`src/rtl/core/assert_macros.svh`:
```
// ----------------------------------------------------------------------------
// assert_macros.svh
// Assertion shorthands shared by the queue and back-end modules.
// ----------------------------------------------------------------------------
`ifndef ASSERT_MACROS_SVH
`define ASSERT_MACROS_SVH

// Condition holds at every clock edge outside reset.
`define ASSERT_ALWAYS(label, clk, rst_n, cond, msg) \
    label: assert property (@(posedge clk) disable iff (!rst_n) (cond)) else $error(msg);

// Consequent holds in the same cycle as the antecedent.
`define ASSERT_IMPL(label, clk, rst_n, ante, cons, msg) \
    label: assert property (@(posedge clk) disable iff (!rst_n) (ante) |-> (cons)) \
        else $error(msg);

`endif

```
`src/rtl/core/pfmf_pkg.sv`:
```
// ----------------------------------------------------------------------------
// pfmf_pkg
// Shared types, constants and helpers of the PIR / frame motion fusion core.
// ----------------------------------------------------------------------------
package pfmf_pkg;

    localparam int COUNT_WIDTH = 32;    // statistics counter width, 8..64
    localparam int SCORE_W     = 16;
    localparam int OUT_CNT_W   = 32;
    localparam int CFG_IDX_W   = 3;
    localparam int CFG_DATA_W  = 16;
    localparam int QUEUE_DEPTH = 2;

    localparam logic [SCORE_W-1:0] Q_ONE    = 16'd32768;
    localparam logic [SCORE_W-1:0] Q_HALF   = 16'd16384;
    localparam logic [SCORE_W-1:0] Q_BONUS  = 16'd6554;
    localparam logic [SCORE_W-1:0] TH_VHIGH = 16'd29492;
    localparam logic [SCORE_W-1:0] TH_HIGH  = 16'd22938;
    localparam logic [SCORE_W-1:0] TH_MED   = 16'd16384;
    localparam logic [SCORE_W-1:0] TH_LOW   = 16'd6554;

    localparam logic [2:0] LVL_NONE  = 3'd0;
    localparam logic [2:0] LVL_LOW   = 3'd1;
    localparam logic [2:0] LVL_MED   = 3'd2;
    localparam logic [2:0] LVL_HIGH  = 3'd3;
    localparam logic [2:0] LVL_VHIGH = 3'd4;

    // register indexes
    localparam logic [CFG_IDX_W-1:0] REG_DETECT_MODE  = 3'd0;
    localparam logic [CFG_IDX_W-1:0] REG_LOW_POWER    = 3'd1;
    localparam logic [CFG_IDX_W-1:0] REG_PIR_WEIGHT   = 3'd2;
    localparam logic [CFG_IDX_W-1:0] REG_FRAME_WEIGHT = 3'd3;
    localparam logic [CFG_IDX_W-1:0] REG_ENABLE       = 3'd4;

    // detect modes; code 3 falls back to hybrid
    localparam logic [1:0] MODE_HYBRID = 2'd0;
    localparam logic [1:0] MODE_PIR    = 2'd1;
    localparam logic [1:0] MODE_FRAME  = 2'd2;

    localparam logic OP_EVAL  = 1'b0;
    localparam logic OP_CLEAR = 1'b1;

    localparam logic [SCORE_W-1:0] PIR_WEIGHT_RST   = 16'd19661;
    localparam logic [SCORE_W-1:0] FRAME_WEIGHT_RST = 16'd13107;

    typedef struct packed {
        logic [1:0]         mode;
        logic               low_power;
        logic [SCORE_W-1:0] pir_weight;
        logic [SCORE_W-1:0] frame_weight;
        logic               enable;
    } t_cfg;

    // what the back end has to do with a queued event
    typedef enum logic [1:0] {
        KIND_NULL  = 2'd0,   // disabled: all-zero result
        KIND_CLEAR = 2'd1,   // zero statistics, all-zero result
        KIND_EVAL  = 2'd2    // fused result, statistics update on motion
    } t_kind;

    typedef struct packed {
        t_kind              kind;
        logic               motion;
        logic [SCORE_W-1:0] score;
        logic [2:0]         level;
        logic               pir_used;
        logic               frame_used;
    } t_entry;

    function automatic logic [2:0] score_level(input logic [SCORE_W-1:0] s);
        logic [2:0] lv;
        if (s >= TH_VHIGH)     lv = LVL_VHIGH;
        else if (s >= TH_HIGH) lv = LVL_HIGH;
        else if (s >= TH_MED)  lv = LVL_MED;
        else if (s >= TH_LOW)  lv = LVL_LOW;
        else                   lv = LVL_NONE;
        return lv;
    endfunction

    function automatic logic [COUNT_WIDTH-1:0] sat_inc(input logic [COUNT_WIDTH-1:0] v);
        return (&v) ? v : v + COUNT_WIDTH'(1);
    endfunction

    function automatic logic [OUT_CNT_W-1:0] cnt_out(input logic [COUNT_WIDTH-1:0] v);
        logic [63:0] w;
        w = 64'(v);
        return w[OUT_CNT_W-1:0];
    endfunction

endpackage

```
`src/rtl/core/pfmf_front.sv`:
```
// ----------------------------------------------------------------------------
// pfmf_front
// Takes events, forms the fused score and classifies them for the back end.
// ----------------------------------------------------------------------------
module pfmf_front (
    input  logic                           i_clk,
    input  logic                           i_rst_n,
    input  logic                           i_valid,
    output logic                           o_stall,
    input  logic                           i_opcode,
    input  logic                           i_pir_motion,
    input  logic                           i_frame_motion,
    input  logic [pfmf_pkg::SCORE_W-1:0]   i_frame_level,
    input  pfmf_pkg::t_cfg                 i_cfg,
    input  logic                           i_full,
    output logic                           o_push,
    output pfmf_pkg::t_entry               o_entry
);

    logic                           r_a_valid;
    logic                           r_a_op;
    logic                           r_a_pir;
    logic                           r_a_frm;
    logic [pfmf_pkg::SCORE_W-1:0]   r_a_lvl;
    logic [2*pfmf_pkg::SCORE_W-1:0] r_a_prod;

    logic       accept;
    logic [17:0] sum;
    logic [17:0] frm_term;

    assign o_stall = r_a_valid && i_full;
    assign accept  = i_valid && !o_stall;
    assign o_push  = r_a_valid && !i_full;

    // stage A: register event and the weighted frame level
    always_ff @(posedge i_clk) begin
        if (!i_rst_n) begin
            r_a_valid <= 1'b0;
        end else if (accept) begin
            r_a_valid <= 1'b1;
        end else if (o_push) begin
            r_a_valid <= 1'b0;
        end
    end

    always_ff @(posedge i_clk) begin
        if (accept) begin
            r_a_op   <= i_opcode;
            r_a_pir  <= i_pir_motion;
            r_a_frm  <= i_frame_motion;
            r_a_lvl  <= i_frame_level;
            r_a_prod <= i_cfg.frame_weight * i_frame_level;
        end
    end

    // stage B: fuse and classify
    assign frm_term = 18'(r_a_prod[2*pfmf_pkg::SCORE_W-1:15]);

    always_comb begin
        sum     = 18'(r_a_pir ? i_cfg.pir_weight : '0)
                + (r_a_frm ? frm_term : 18'd0)
                + 18'((r_a_pir && r_a_frm) ? pfmf_pkg::Q_BONUS : '0);
        o_entry = '0;
        if (!i_cfg.enable) begin
            o_entry.kind = pfmf_pkg::KIND_NULL;
        end else if (r_a_op == pfmf_pkg::OP_CLEAR) begin
            o_entry.kind = pfmf_pkg::KIND_CLEAR;
        end else begin
            o_entry.kind = pfmf_pkg::KIND_EVAL;
            if (i_cfg.mode == pfmf_pkg::MODE_PIR) begin
                o_entry.pir_used = r_a_pir;
                o_entry.motion   = r_a_pir;
                o_entry.score    = r_a_pir ? pfmf_pkg::Q_ONE : '0;
            end else if (i_cfg.mode == pfmf_pkg::MODE_FRAME) begin
                o_entry.frame_used = r_a_frm;
                o_entry.motion     = r_a_frm;
                o_entry.score      = (r_a_lvl > pfmf_pkg::Q_ONE) ? pfmf_pkg::Q_ONE : r_a_lvl;
            end else begin
                o_entry.pir_used = r_a_pir;
                if (r_a_pir || !i_cfg.low_power) begin
                    o_entry.frame_used = r_a_frm;
                    o_entry.score      = (sum > 18'(pfmf_pkg::Q_ONE)) ? pfmf_pkg::Q_ONE
                                                                     : sum[15:0];
                    o_entry.motion     = o_entry.score > pfmf_pkg::Q_HALF;
                end
            end
            o_entry.level = pfmf_pkg::score_level(o_entry.score);
        end
    end

endmodule

```
`src/rtl/core/pfmf_queue.sv`:
```
// ----------------------------------------------------------------------------
// pfmf_queue
// Short FIFO of classified events between front and back end.
// ----------------------------------------------------------------------------
`include "assert_macros.svh"

module pfmf_queue (
    input  logic             i_clk,
    input  logic             i_rst_n,
    input  logic             i_push,
    input  pfmf_pkg::t_entry i_entry,
    input  logic             i_pop,
    output pfmf_pkg::t_entry o_entry,
    output logic             o_full,
    output logic             o_empty
);

    localparam int PTR_W = (pfmf_pkg::QUEUE_DEPTH > 1) ? $clog2(pfmf_pkg::QUEUE_DEPTH) : 1;
    localparam int CNT_W = $clog2(pfmf_pkg::QUEUE_DEPTH + 1);
    localparam logic [PTR_W-1:0] PTR_LAST = PTR_W'(pfmf_pkg::QUEUE_DEPTH - 1);

    pfmf_pkg::t_entry r_mem [pfmf_pkg::QUEUE_DEPTH];
    logic [PTR_W-1:0] r_wptr;
    logic [PTR_W-1:0] r_rptr;
    logic [CNT_W-1:0] r_count;

    assign o_full  = r_count == CNT_W'(pfmf_pkg::QUEUE_DEPTH);
    assign o_empty = r_count == '0;
    assign o_entry = r_mem[r_rptr];

    always_ff @(posedge i_clk) begin
        if (i_push) begin
            r_mem[r_wptr] <= i_entry;
        end
    end

    always_ff @(posedge i_clk) begin
        if (!i_rst_n) begin
            r_wptr  <= '0;
            r_rptr  <= '0;
            r_count <= '0;
        end else begin
            if (i_push) begin
                r_wptr <= (r_wptr == PTR_LAST) ? '0 : r_wptr + PTR_W'(1);
            end
            if (i_pop) begin
                r_rptr <= (r_rptr == PTR_LAST) ? '0 : r_rptr + PTR_W'(1);
            end
            if (i_push && !i_pop) begin
                r_count <= r_count + CNT_W'(1);
            end else if (i_pop && !i_push) begin
                r_count <= r_count - CNT_W'(1);
            end
        end
    end

    `ASSERT_IMPL(a_no_overflow, i_clk, i_rst_n, i_push, !o_full, "push into full queue")
    `ASSERT_IMPL(a_no_underflow, i_clk, i_rst_n, i_pop, !o_empty, "pop from empty queue")
    `ASSERT_ALWAYS(a_count_range, i_clk, i_rst_n, r_count <= CNT_W'(pfmf_pkg::QUEUE_DEPTH), "queue count out of range")

endmodule

```
`src/rtl/core/pfmf_back.sv`:
```
// ----------------------------------------------------------------------------
// pfmf_back
// Statistics counters, running-mean divider and result register.
// ----------------------------------------------------------------------------
`include "assert_macros.svh"

module pfmf_back (
    input  logic                             i_clk,
    input  logic                             i_rst_n,
    input  pfmf_pkg::t_entry                 i_entry,
    input  logic                             i_empty,
    output logic                             o_pop,
    output logic                             o_valid,
    input  logic                             i_stall,
    output logic                             o_motion,
    output logic [pfmf_pkg::SCORE_W-1:0]     o_score,
    output logic [2:0]                       o_level,
    output logic                             o_pir_used,
    output logic                             o_frame_used,
    output logic [pfmf_pkg::OUT_CNT_W-1:0]   o_total_count,
    output logic [pfmf_pkg::OUT_CNT_W-1:0]   o_pir_only_count,
    output logic [pfmf_pkg::OUT_CNT_W-1:0]   o_frame_only_count,
    output logic [pfmf_pkg::OUT_CNT_W-1:0]   o_both_count,
    output logic [pfmf_pkg::SCORE_W-1:0]     o_mean_confidence
);

    localparam int CW    = pfmf_pkg::COUNT_WIDTH;
    localparam int SW    = pfmf_pkg::SCORE_W;
    localparam int STEPW = $clog2(SW);
    localparam logic [STEPW-1:0] STEP_LAST = STEPW'(SW - 1);

    typedef enum logic [2:0] {
        S_IDLE = 3'b001,
        S_DIV  = 3'b010,
        S_FIN  = 3'b100
    } t_bstate;

    t_bstate          r_state;
    logic [CW-1:0]    r_total;
    logic [CW-1:0]    r_pir;
    logic [CW-1:0]    r_frm;
    logic [CW-1:0]    r_both;
    logic [SW-1:0]    r_mean;

    // divider
    logic [CW-1:0]    r_n;
    logic [CW-1:0]    r_rem;
    logic [SW-1:0]    r_quo;
    logic [STEPW-1:0] r_step;
    logic             r_up;
    pfmf_pkg::t_entry r_cur;

    logic             r_out_valid;

    logic             out_free;
    logic             load_out;
    logic             is_det;
    logic [SW-1:0]    diff;
    logic [CW:0]      trial;
    logic             fits;
    logic [SW-1:0]    n_mean;
    logic [CW-1:0]    n_total;
    logic [CW-1:0]    n_pir;
    logic [CW-1:0]    n_frm;
    logic [CW-1:0]    n_both;

    assign out_free = !r_out_valid || !i_stall;
    assign o_pop    = (r_state == S_IDLE) && !i_empty && out_free;
    assign is_det   = (i_entry.kind == pfmf_pkg::KIND_EVAL) && i_entry.motion;
    assign load_out = ((r_state == S_IDLE) && o_pop && !is_det)
                    || ((r_state == S_FIN) && out_free);
    assign diff     = (i_entry.score >= r_mean) ? i_entry.score - r_mean
                                                : r_mean - i_entry.score;
    assign trial    = {r_rem, r_quo[SW-1]};
    assign fits     = trial >= {1'b0, r_n};
    assign n_mean   = r_up ? r_mean + r_quo
                           : r_mean - r_quo - SW'(r_rem != '0);

    // category counters, attribution by which sensors were taken in
    always_comb begin
        n_total = pfmf_pkg::sat_inc(r_total);
        n_pir   = r_pir;
        n_frm   = r_frm;
        n_both  = r_both;
        priority if (i_entry.pir_used && !i_entry.frame_used) begin
            n_pir = pfmf_pkg::sat_inc(r_pir);
        end else if (!i_entry.pir_used && i_entry.frame_used) begin
            n_frm = pfmf_pkg::sat_inc(r_frm);
        end else if (i_entry.pir_used && i_entry.frame_used) begin
            n_both = pfmf_pkg::sat_inc(r_both);
        end else begin
            // neither sensor taken in: no category
            n_both = r_both;
        end
    end

    always_ff @(posedge i_clk) begin
        if (!i_rst_n) begin
            r_state     <= S_IDLE;
            r_total     <= '0;
            r_pir       <= '0;
            r_frm       <= '0;
            r_both      <= '0;
            r_mean      <= '0;
        end else begin
            unique case (r_state)
                S_IDLE: begin
                    if (o_pop) begin
                        if (is_det) begin
                            r_total <= n_total;
                            r_pir   <= n_pir;
                            r_frm   <= n_frm;
                            r_both  <= n_both;
                            r_state <= S_DIV;
                        end else begin
                            if (i_entry.kind == pfmf_pkg::KIND_CLEAR) begin
                                r_total <= '0;
                                r_pir   <= '0;
                                r_frm   <= '0;
                                r_both  <= '0;
                                r_mean  <= '0;
                            end
                        end
                    end
                end
                S_DIV: begin
                    if (r_step == STEP_LAST) begin
                        r_state <= S_FIN;
                    end
                end
                S_FIN: begin
                    if (out_free) begin
                        r_mean      <= n_mean;
                        r_state     <= S_IDLE;
                    end
                end
                default: begin
                    r_state <= S_IDLE;
                end
            endcase
        end
    end

    // result valid: set on a load, cleared once taken
    always_ff @(posedge i_clk) begin
        if (!i_rst_n) begin
            r_out_valid <= 1'b0;
        end else if (load_out) begin
            r_out_valid <= 1'b1;
        end else if (!i_stall) begin
            r_out_valid <= 1'b0;
        end
    end

    // divider datapath: restoring, one quotient bit a cycle
    always_ff @(posedge i_clk) begin
        if (r_state == S_IDLE && o_pop) begin
            r_cur  <= i_entry;
            r_n    <= n_total;
            r_rem  <= '0;
            r_quo  <= diff;
            r_up   <= i_entry.score >= r_mean;
            r_step <= '0;
        end else if (r_state == S_DIV) begin
            r_rem  <= fits ? CW'(trial - {1'b0, r_n}) : trial[CW-1:0];
            r_quo  <= {r_quo[SW-2:0], fits};
            r_step <= r_step + STEPW'(1);
        end
    end

    // result register
    always_ff @(posedge i_clk) begin
        if (r_state == S_IDLE && o_pop && !is_det) begin
            if (i_entry.kind == pfmf_pkg::KIND_EVAL) begin
                o_motion           <= i_entry.motion;
                o_score            <= i_entry.score;
                o_level            <= i_entry.level;
                o_pir_used         <= i_entry.pir_used;
                o_frame_used       <= i_entry.frame_used;
                o_total_count      <= pfmf_pkg::cnt_out(r_total);
                o_pir_only_count   <= pfmf_pkg::cnt_out(r_pir);
                o_frame_only_count <= pfmf_pkg::cnt_out(r_frm);
                o_both_count       <= pfmf_pkg::cnt_out(r_both);
                o_mean_confidence  <= r_mean;
            end else begin
                o_motion           <= 1'b0;
                o_score            <= '0;
                o_level            <= pfmf_pkg::LVL_NONE;
                o_pir_used         <= 1'b0;
                o_frame_used       <= 1'b0;
                o_total_count      <= '0;
                o_pir_only_count   <= '0;
                o_frame_only_count <= '0;
                o_both_count       <= '0;
                o_mean_confidence  <= '0;
            end
        end else if (r_state == S_FIN && out_free) begin
            o_motion           <= r_cur.motion;
            o_score            <= r_cur.score;
            o_level            <= r_cur.level;
            o_pir_used         <= r_cur.pir_used;
            o_frame_used       <= r_cur.frame_used;
            o_total_count      <= pfmf_pkg::cnt_out(r_total);
            o_pir_only_count   <= pfmf_pkg::cnt_out(r_pir);
            o_frame_only_count <= pfmf_pkg::cnt_out(r_frm);
            o_both_count       <= pfmf_pkg::cnt_out(r_both);
            o_mean_confidence  <= n_mean;
        end
    end

    assign o_valid = r_out_valid;

    `ASSERT_IMPL(a_div_nonzero, i_clk, i_rst_n, r_state == S_DIV, r_n != '0, "divide by zero count")
    `ASSERT_ALWAYS(a_mean_range, i_clk, i_rst_n, r_mean <= pfmf_pkg::Q_ONE, "mean above 1.0")
    `ASSERT_ALWAYS(a_total_ge_pir, i_clk, i_rst_n, r_total >= r_pir, "pir count above total")
    `ASSERT_ALWAYS(a_total_ge_both, i_clk, i_rst_n, r_total >= r_both, "both count above total")

endmodule

```
`src/rtl/core/pir_frame_motion_fusion.sv`:
```
// Path: an accepted event is registered in the front end (stage A), fused,
//   pushed into the queue, popped by the back end and loaded into the
//   result register; a motion detection first runs the mean divider.
// Throughput: one item per cycle without motion and no receiver stall; the
//   bit-serial divider in the back end takes no new entry while it is busy.
// Reset (synchronous, active low): statistics zero, registers at defaults.
// ----------------------------------------------------------------------------
// pir_frame_motion_fusion
// Fuses PIR trigger and frame-analysis motion into a score, a confidence
// level and detection statistics with a running mean of the score.
// ----------------------------------------------------------------------------
module pir_frame_motion_fusion (
    input  logic                                   i_clk,
    input  logic                                   i_rst_n,
    // event channel
    input  logic                                   i_valid,
    output logic                                   o_stall,
    input  logic                                   i_opcode,
    input  logic                                   i_pir_motion,
    input  logic                                   i_frame_motion,
    input  logic [pfmf_pkg::SCORE_W-1:0]           i_frame_level,
    // result channel
    output logic                                   o_valid,
    input  logic                                   i_stall,
    output logic                                   o_motion,
    output logic [pfmf_pkg::SCORE_W-1:0]           o_score,
    output logic [2:0]                             o_level,
    output logic                                   o_pir_used,
    output logic                                   o_frame_used,
    output logic [pfmf_pkg::OUT_CNT_W-1:0]         o_total_count,
    output logic [pfmf_pkg::OUT_CNT_W-1:0]         o_pir_only_count,
    output logic [pfmf_pkg::OUT_CNT_W-1:0]         o_frame_only_count,
    output logic [pfmf_pkg::OUT_CNT_W-1:0]         o_both_count,
    output logic [pfmf_pkg::SCORE_W-1:0]           o_mean_confidence,
    // register write channel
    input  logic                                   i_cfg_valid,
    output logic                                   o_cfg_ready,
    input  logic [pfmf_pkg::CFG_IDX_W-1:0]         i_cfg_index,
    input  logic [pfmf_pkg::CFG_DATA_W-1:0]        i_cfg_data
);

    pfmf_pkg::t_cfg   r_cfg;
    pfmf_pkg::t_entry front_entry;
    pfmf_pkg::t_entry queue_entry;
    logic             push;
    logic             pop;
    logic             q_full;
    logic             q_empty;

    // Registers take a write every cycle; software must write only when idle, which the block does not check.
    assign o_cfg_ready = 1'b1;

    always_ff @(posedge i_clk) begin
        if (!i_rst_n) begin
            r_cfg.mode         <= pfmf_pkg::MODE_HYBRID;
            r_cfg.low_power    <= 1'b0;
            r_cfg.pir_weight   <= pfmf_pkg::PIR_WEIGHT_RST;
            r_cfg.frame_weight <= pfmf_pkg::FRAME_WEIGHT_RST;
            r_cfg.enable       <= 1'b1;
        end else if (i_cfg_valid && o_cfg_ready) begin
            unique case (i_cfg_index)
                pfmf_pkg::REG_DETECT_MODE:  r_cfg.mode         <= i_cfg_data[1:0];
                pfmf_pkg::REG_LOW_POWER:    r_cfg.low_power    <= i_cfg_data[0];
                pfmf_pkg::REG_PIR_WEIGHT:   r_cfg.pir_weight   <= i_cfg_data;
                pfmf_pkg::REG_FRAME_WEIGHT: r_cfg.frame_weight <= i_cfg_data;
                pfmf_pkg::REG_ENABLE:       r_cfg.enable       <= i_cfg_data[0];
                default: begin
                    // unmapped index: write dropped
                end
            endcase
        end
    end

    // Front end: registers the event with the weighted frame level, then
    // fuses and classifies it into a queue entry.
    pfmf_front u_front (
        .i_clk          (i_clk),
        .i_rst_n        (i_rst_n),
        .i_valid        (i_valid),
        .o_stall        (o_stall),
        .i_opcode       (i_opcode),
        .i_pir_motion   (i_pir_motion),
        .i_frame_motion (i_frame_motion),
        .i_frame_level  (i_frame_level),
        .i_cfg          (r_cfg),
        .i_full         (q_full),
        .o_push         (push),
        .o_entry        (front_entry)
    );

    // Decouples event intake from the multi-cycle statistics update.
    pfmf_queue u_queue (
        .i_clk   (i_clk),
        .i_rst_n (i_rst_n),
        .i_push  (push),
        .i_entry (front_entry),
        .i_pop   (pop),
        .o_entry (queue_entry),
        .o_full  (q_full),
        .o_empty (q_empty)
    );

    // Back end: counters, mean divider and the result register.
    pfmf_back u_back (
        .i_clk              (i_clk),
        .i_rst_n            (i_rst_n),
        .i_entry            (queue_entry),
        .i_empty            (q_empty),
        .o_pop              (pop),
        .o_valid            (o_valid),
        .i_stall            (i_stall),
        .o_motion           (o_motion),
        .o_score            (o_score),
        .o_level            (o_level),
        .o_pir_used         (o_pir_used),
        .o_frame_used       (o_frame_used),
        .o_total_count      (o_total_count),
        .o_pir_only_count   (o_pir_only_count),
        .o_frame_only_count (o_frame_only_count),
        .o_both_count       (o_both_count),
        .o_mean_confidence  (o_mean_confidence)
    );

endmodule

```
`config.mk`:
```
export PLATFORM = sky130hd
export DESIGN_NAME = pir_frame_motion_fusion
export DESIGN_NICKNAME = d
export VERILOG_FILES = /design/src/rtl/core/pfmf_pkg.sv /design/src/rtl/core/pfmf_front.sv /design/src/rtl/core/pfmf_queue.sv /design/src/rtl/core/pfmf_back.sv /design/src/rtl/core/pir_frame_motion_fusion.sv
export VERILOG_INCLUDE_DIRS = /design/src /design/src/rtl/core
export SDC_FILE = /design/constraint.sdc
export NUM_CORES = 2
export LEC_CHECK = 0
export BUFFER_PORTS_ARGS = -buffer_cell sky130_fd_sc_hd__buf_2
export CAP_MARGIN = 40
export CORE_MARGIN = 2
export CORE_UTILIZATION = 45
export DETAILED_ROUTE_END_ITERATION = 10
export GPL_ROUTABILITY_DRIVEN = 0
export PLACE_DENSITY = 0.74
export SYNTH_ARGS = -nofsm -noshare
export SYNTH_HDL_FRONTEND = slang
export SYNTH_SLANG_ARGS = --single-unit
```
`constraint.sdc`:
```
create_clock -name i_clk -period 16.9 [get_ports i_clk]
set_input_delay 2.535 -clock i_clk [delete_from_list [all_inputs] [get_ports i_clk]]
set_output_delay 2.535 -clock i_clk [all_outputs]
set_load 0.01 [all_outputs]
```
# Word-level counts from Yosys, hierarchy flattened
# Memory sizes are Yosys's and may differ from the RTL's. A register that Yosys moved wholly into a read port is not among the register bits.
# Index checks and enable logic that the tools add are counted.
word_totals:
  elab_cells: 246
  ff_bits: 513
  mem_bits_rw: 48
  memories: 1
  inputBits: 43
classes:
  multipliers: 1
  n_reduce_logical: 53
  n_lt_le_gt_ge: 9
  n_eq_ne: 28
  mux: 96
  addsub: 17
mem_list:
  columns: ["name", "words", "word_bits", "read_ports", "rd_ports_with_merged_regs", "wr", "line_no", "text"]
  rows:
  - ["u_queue.r_mem", 2, 24, 1, 1, 1, "pfmf_queue.sv:22", "pfmf_pkg::t_entry r_mem [pfmf_pkg::QUEUE_DEPTH];"]
op_table:
  columns: ["op", "count"]
  rows:
  - ["2-to-1 mux 32 bit", 28]
  - ["2-to-1 mux 16 bit", 18]
  - ["adder 32 x 1 -> 32 bit (second input constant)", 4]
  - ["AND reduction 32 bit", 4]
  - ["2-to-1 mux 17 bit", 6]
  - [">= comparator 16 x 15 -> 1 bit (second input constant)", 3]
  - ["subtractor 16 bit", 3]
  - ["2-to-1 mux 22 bit", 2]
  - ["adder 18 bit", 2]
  - [">= comparator 33 x 32 -> 1 bit", 1]
  - ["multiplier 16 x 16 -> 32 bit", 1]
  - ["one-hot mux 16 bit (2 select lines)", 1]
  - ["nonzero test 32 bit", 1]
  - ["subtractor 32 bit", 1]
  - ["2-to-1 mux 3 bit", 9]
  - ["2-to-1 mux 1 bit", 25]
  - ["greater-than comparator 18 x 16 -> 1 bit (second input constant)", 1]
  - ["!= test 2 bit (second input constant)", 9]
  - ["adder 16 bit", 1]
  - [">= comparator 16 x 13 -> 1 bit (second input constant)", 1]
  - [">= comparator 16 bit", 1]
  - ["greater-than comparator 16 x 15 -> 1 bit (second input constant)", 1]
  - ["greater-than comparator 16 bit (second input constant)", 1]
  - ["subtractor 16 x 1 -> 16 bit", 1]
  - ["26 further kinds", 79]

# Logic depth before layout (Yosys ltp)
depth:
  ltp_word: 18
  mapped_depth: 26
  mapped_depth_nobuf: 25

# Cells and area by module
# From an unflattened synthesis, not the netlist that was laid out.
hier_totals:
  cells_unflattened: 3813
  hier_area_um2: 37086.8
modules_own_cells:
  columns: ["module", "seq_area_each_um2", "area_each_um2", "instances", "cells_each"]
  rows:
  - ["pfmf_back", 10800.4, 22622.9, 1, 2322]
  - ["pfmf_front", 1101.1, 10951.8, 1, 1237]
  - ["pfmf_queue", 1541.5, 1950.6, 1, 97]
  - ["pir_frame_motion_fusion", 720.7, 1561.5, 1, 157]

# Worst setup path before layout
# Ideal clock, no wire load.
synth_path:
  path_kind: "input-to-reg"
  start: "input port i_frame_level[6] in the netlist's numbering"
  end: "register u_front.r_a_prod[24] in the netlist's numbering, data pin"
  required_time_ns: 16.642
  setup_time_ns: 0.258
  setup_slack_ns: 8.343
  stages: 22
  arrival_ns: 8.299
  path_cell_list: "clkbuf_1 > nand2_1 > fa_1 > inv_1 > fa_1 > fa_1 > fa_1 > inv_1 > fa_1 > inv_1 > fa_1 > ha_1 > a21o_1 > a21o_1 > a21oi_1 > nand2_1 > a311o_1 > a31oi_1 > a21oi_1 > or4_1 > a31oi_1 > xnor2_1"
synth_via:
  elab_chain_cells: 1
synth_rtl:
  columns: ["element", "line_no", "text"]
  rows:
  - ["start: declaration", "pir_frame_motion_fusion.sv:21", "input logic [pfmf_pkg::SCORE_W-1:0] i_frame_level,"]
  - ["multiplier 16 x 16 -> 32 bit", "pfmf_front.sv:52", "r_a_prod <= i_cfg.frame_weight * i_frame_level;"]
  - ["end signal: assignment", "pfmf_front.sv:52", null]
  - ["end: declaration", "pfmf_front.sv:25", "logic [2*pfmf_pkg::SCORE_W-1:0] r_a_prod;"]
# Every way passes these cells.
# A chain may end at the register's enable or synchronous reset.

# Final worst setup path
# Same ends and word-level chain as after synthesis.

==> run summary <==
The post-route clock period utilization is 50.38%, and the post-synthesis instance total is 3723. The logs give 7091 for the count of filler cells inserted in the layout and 0 for the max-cap check violation count. In this run the clock root is driven by a clkbuf_16. By startpoint and endpoint, the worst setup path is classified as input pin to flop. The tools report the kind of capture point of the worst setup path as a flop. The count of nets left with antenna violations once routing finished came out at 0.

The run gives 4369 as the final net count. The run gives 547 as the clock sink count. The number of global-route vias before repair is 26630, and the worst slew slack as a fraction of its limit is 38.43%.

The number of primary I/O pins was 212; the critical-path maximum fanout was 17. Start point of the critical path: i_frame_level[6]. The run gives 21.65% as the total global-route track usage.

The sum of negative setup slack was 0 ns; the multi-input logic area was 0.01994 mm2. The Yosys step of the flow raised 0 warnings. TritonCTS built the clock tree.

Each instance of the synthesized netlist takes up on average 9.659 um2. Entering global routing, the biggest net connects 71 pins. Summed over its instances, the top area cell type makes up 26.81% of the synthesized netlist area. The area taken by flip-flops and latches was 0.01416 mm2; the fraction of layout cells with a size suffix above 1 was 10.20%. The worst setup path is launched from an input pin.

Timing would allow up to 117.5 MHz. The total number of placement rows is 103, and the total power draw is 6.235 mW. Number of enable flip-flop cells after synthesis: 321. Walking the worst path, the cells encountered are buf_2 > nand2_1 > fa_1 > inv_1 > fa_1 > fa_1 > fa_1 > inv_1 > fa_1 > inv_1 > fa_1 > ha_1 > a21o_1 > a21o_1 > a21oi_1 > nand2_1 > a311o_1 > a31oi_1 > a21oi_1 > or4_1 > a31oi_1 > xnor2_1.

Counting the buffers created by CTS gives 59. Summed over all nets, the half-perimeter wirelength after detailed placement is 66.71 mm. The area overhead of the layout relative to synthesis is 11.91%. During placement, the flow inserted port buffers numbering 210. For the number of distinct library cells after synthesis, the log shows 81.

For the worst setup path, the data required time is 17.26 ns. The number of antenna violations at the first check in global routing is 1, and the number of search-and-repair iterations in the first detailed-routing pass is 8. Counting flops with an async set or reset pin after synthesis yields a share of 0%.

The largest individual stage delay along the critical path comes from the cell fa_1. The later-pin clock latency in the skew report was 0.65 ns. The endpoint identified for the worst register-to-register timing path is u_front.r_a_prod[24]. The logs give 0 for the hold buffer count at CTS and 0.03596 mm2 for the post-synthesis instance area. The worst register-to-register path begins at r_cfg[10]. The number of nets in the synthesized netlist is 4211. Among all flip-flop cells after synthesis, the most frequent one is edfxtp_1. The clock transition time at the flip-flop clock pins of the worst setup and hold paths works out to 0.06 ns. The final hold violation count was 0; the wire length per cell was 17.98 um.

In this run, synthesis produced a sequential element count of 547. The most used cell along the critical path was fa_1. Once the floorplan was initialized, standard cells occupied 45.52% of the core. The flow ran to the end, and the final reports show no timing, DRC or antenna violations. The total grt overflow came out at 0. Gates resized during post-CTS repair numbered 0. Once the clock tree was built, the setup fixing pass inserted 0 buffers. The die span in x works out to 286.7 um.

The total count of max-transition violations in the final report was 0. The core region is 0.07900 mm2. Maximum clock path buffer count: 3. The analysis attributes to cell leakage a power of 17.20 nW. Setup repair after global routing left no endpoint under its margin.

The die is 286.7 um tall. In the routed layout, each cell is associated on average with a via count of 5.463. The setup slack on the worst flop-to-flop path was 9.69 ns. The largest single stage delay on the critical path is 0.57 ns. For the final database, setup skew stands at 0.04400 ns. The transition time at the pin with the least slew margin is 0.9222 ns, and the wire length of the first global-routing pass is 142.7 mm. The die outline area is 0.08219 mm2. After detailed routing, the number of remaining DRC violations is 0. In this run, the number of DRC markers left after iteration 0 of detailed routing was 2079. The worst IR drop on VDD was 0.00009286 V; the register area share after synthesis was 39.39%. The H-tree generated during clock tree synthesis spans 2 levels. The final count of negative-setup-slack endpoints was 0; the minimum clock period after layout was 8.514 ns. In the post-synthesis netlist, the biggest area contributors are edfxtp_1 27%, dfxtp_1 13%, fa_1 12%, ha_1 8.3%, nand2_1 4.8%.

The ratio of total power to cell area came out at 154.9 mW/mm2. The end point of the critical path is u_front.r_a_prod[24]. The biggest area contributor in the post-synthesis netlist is edfxtp_1. The tools report the number of diodes as 0. Data arrives at the worst endpoint at 8.88 ns. The tightest min-delay check is of the flop to flop type.

The number of vias after detailed routing is 27210, and the path depth of the worst reg2reg path is 21. The routed design has 89.55 mm of wire.
-- per-stage QoR --
stage	cells	hold slack (ns)	area [um2]	util, %	worst slack (ns)
CTS	4981	0.4597	40240	50.94	8.422
finish	4981	0.4586	40240	50.94	8.386
floorplan	3723	0.4300	35960	-	8.343
global placement	4856	0.4418	38030	48.14	7.886
global route	4981	0.4738	40240	50.94	8.029
detailed placement	4870	0.4504	38270	48.44	7.762
-- cell usage after synthesis (8+ instances only) --
| library cell | instances |
|---|---|
| nand2_1 | 459 |
| and4_1 | 17 |
| mux2i_1 | 38 |
| nor2_1 | 262 |
| or3_1 | 37 |
| o21ai_0 | 145 |
| a22o_1 | 20 |
| nand4_1 | 36 |
| a32oi_1 | 8 |
| nor3_1 | 49 |
| a21o_1 | 43 |
| dfxtp_1 | 226 |
| ha_1 | 238 |
| a211oi_1 | 16 |
| mux2_2 | 13 |
| a22oi_1 | 23 |
| nor2b_1 | 26 |
| xnor2_1 | 103 |
| nand3_1 | 93 |
| and3_1 | 37 |
| nor4_1 | 19 |
| a31oi_1 | 21 |
| fa_1 | 207 |
| a311oi_1 | 9 |
| xor2_1 | 101 |
| o21a_1 | 16 |
| nand2b_1 | 26 |
| or2_2 | 8 |
| o21bai_1 | 13 |
| inv_1 | 359 |
| o31ai_1 | 25 |
| and2_1 | 257 |
| buf_1 | 10 |
| clkbuf_1 | 139 |
| edfxtp_1 | 321 |
| a21oi_1 | 197 |
-- placed cells by master (no fill, tap or decap), types with 12 or more instances in the layout --
master	n
nand2_1	456
inv_1	358
edfxtp_1	321
nor2_1	260
and2_1	257
ha_1	238
dfxtp_1	226
buf_2	213
fa_1	207
a21oi_1	197
o21ai_0	145
xnor2_1	103
xor2_1	101
nand3_1	93
clkbuf_16	61
nor3_1	48
a21o_1	43
mux2i_1	38
and3_1	37
or3_1	37
nand4_1	36
buf_4	29
nand2b_1	26
nor2b_1	25
o31ai_1	25
a22oi_1	23
a31oi_1	21
a22o_1	20
nor4_1	19
and4_1	17
a211oi_1	16
o21a_1	16
mux2_2	13
o21bai_1	13
clkinvlp_4	12
-- area by class of cell --
cell class	count	area share, %
tap	1050	3.265
sequential	547	35.20
clock buffer	74	4.014
multi-input combinational	2661	49.54
clock inverter	37	0.8923
timing repair buffer	252	3.734
inverter	360	3.358
-- worst min path at each step --
stage / startpoint / cells after the start / slack [ns] / endpoint
detailed placement: r_cfg[24] / 2 / 0.45 / r_cfg[24]
CTS: r_cfg[30] / 2 / 0.46 / r_cfg[30]
global route: r_cfg[22] / 2 / 0.47 / r_cfg[22]
floorplan: u_back.r_state[0] / 1 / 0.43 / u_back.r_state[2]
finish: r_cfg[30] / 2 / 0.46 / r_cfg[30]
global placement: r_cfg[20] / 2 / 0.44 / r_cfg[20]
-- flip-flops by register name, summed over array words and instances, names as in the netlist, 4 cells and up, named ones only --
register                   count
u_back.r_cur                  22
u_back.o_total_count          32
u_back.r_step                  4
u_back.o_pir_only_count       32
r_cfg                         36
u_back.o_frame_only_count     32
u_back.o_score                16
u_back.r_both                 32
u_back.r_rem                  32
u_back.r_mean                 16
u_back.r_n                    32
u_back.o_mean_confidence      16
u_queue.r_mem                 48
u_front.r_a_prod              17
u_back.r_frm                  32
u_back.o_both_count           32
u_back.r_quo                  16
u_back.r_pir                  32
u_front.r_a_lvl               16
u_back.r_total                32
-- worst max-delay path, delay by kind of cell --
family / cells / cell delay [ns]
compound gates: 7 / 1.69
xor+xnor: 1 / 0.08
fa+ha+maj: 7 / 3.41
buf+inv: 4 / 0.45
simple gates: 3 / 0.67
-- layer usage --
| layer | wire length (um) | GRT usage (%) | share of wire, % | vias up |
|---|---|---|---|---|
| met1 | 38820 | 29.12 | 43 | 13230 |
| met2 | 41900 | 35.65 | 47 | 879 |
| met3 | 6511 | 4.006 | 7.3 | 134 |
| met5 | 0 | 0 | 0 | - |
| met4 | 2316 | 6.309 | 2.6 | 0 |
| li1 | - | - | - | 12970 |
-- report_power, final --
part / switching (mW) / internal [mW]
Clock: 0.566 / 0.733
Sequential: 0.124 / 1.88
Combinational: 1.81 / 1.12
Total: 2.50 / 3.73
-- kinds of logic after synthesis --
kind of cell	count (synthesis)	share of synthesized area [%]
AOI/OAI and AO/OA	609	10.69
xor gates and xnor gates	204	4.969
adders and majority gates	447	19.86
buffers and inverters	515	5.404
DFF	547	39.39
muxes	51	1.465
other	1	0.01043
and+or+nand+nor	1349	18.22
(Power assumes the default switching activity.)
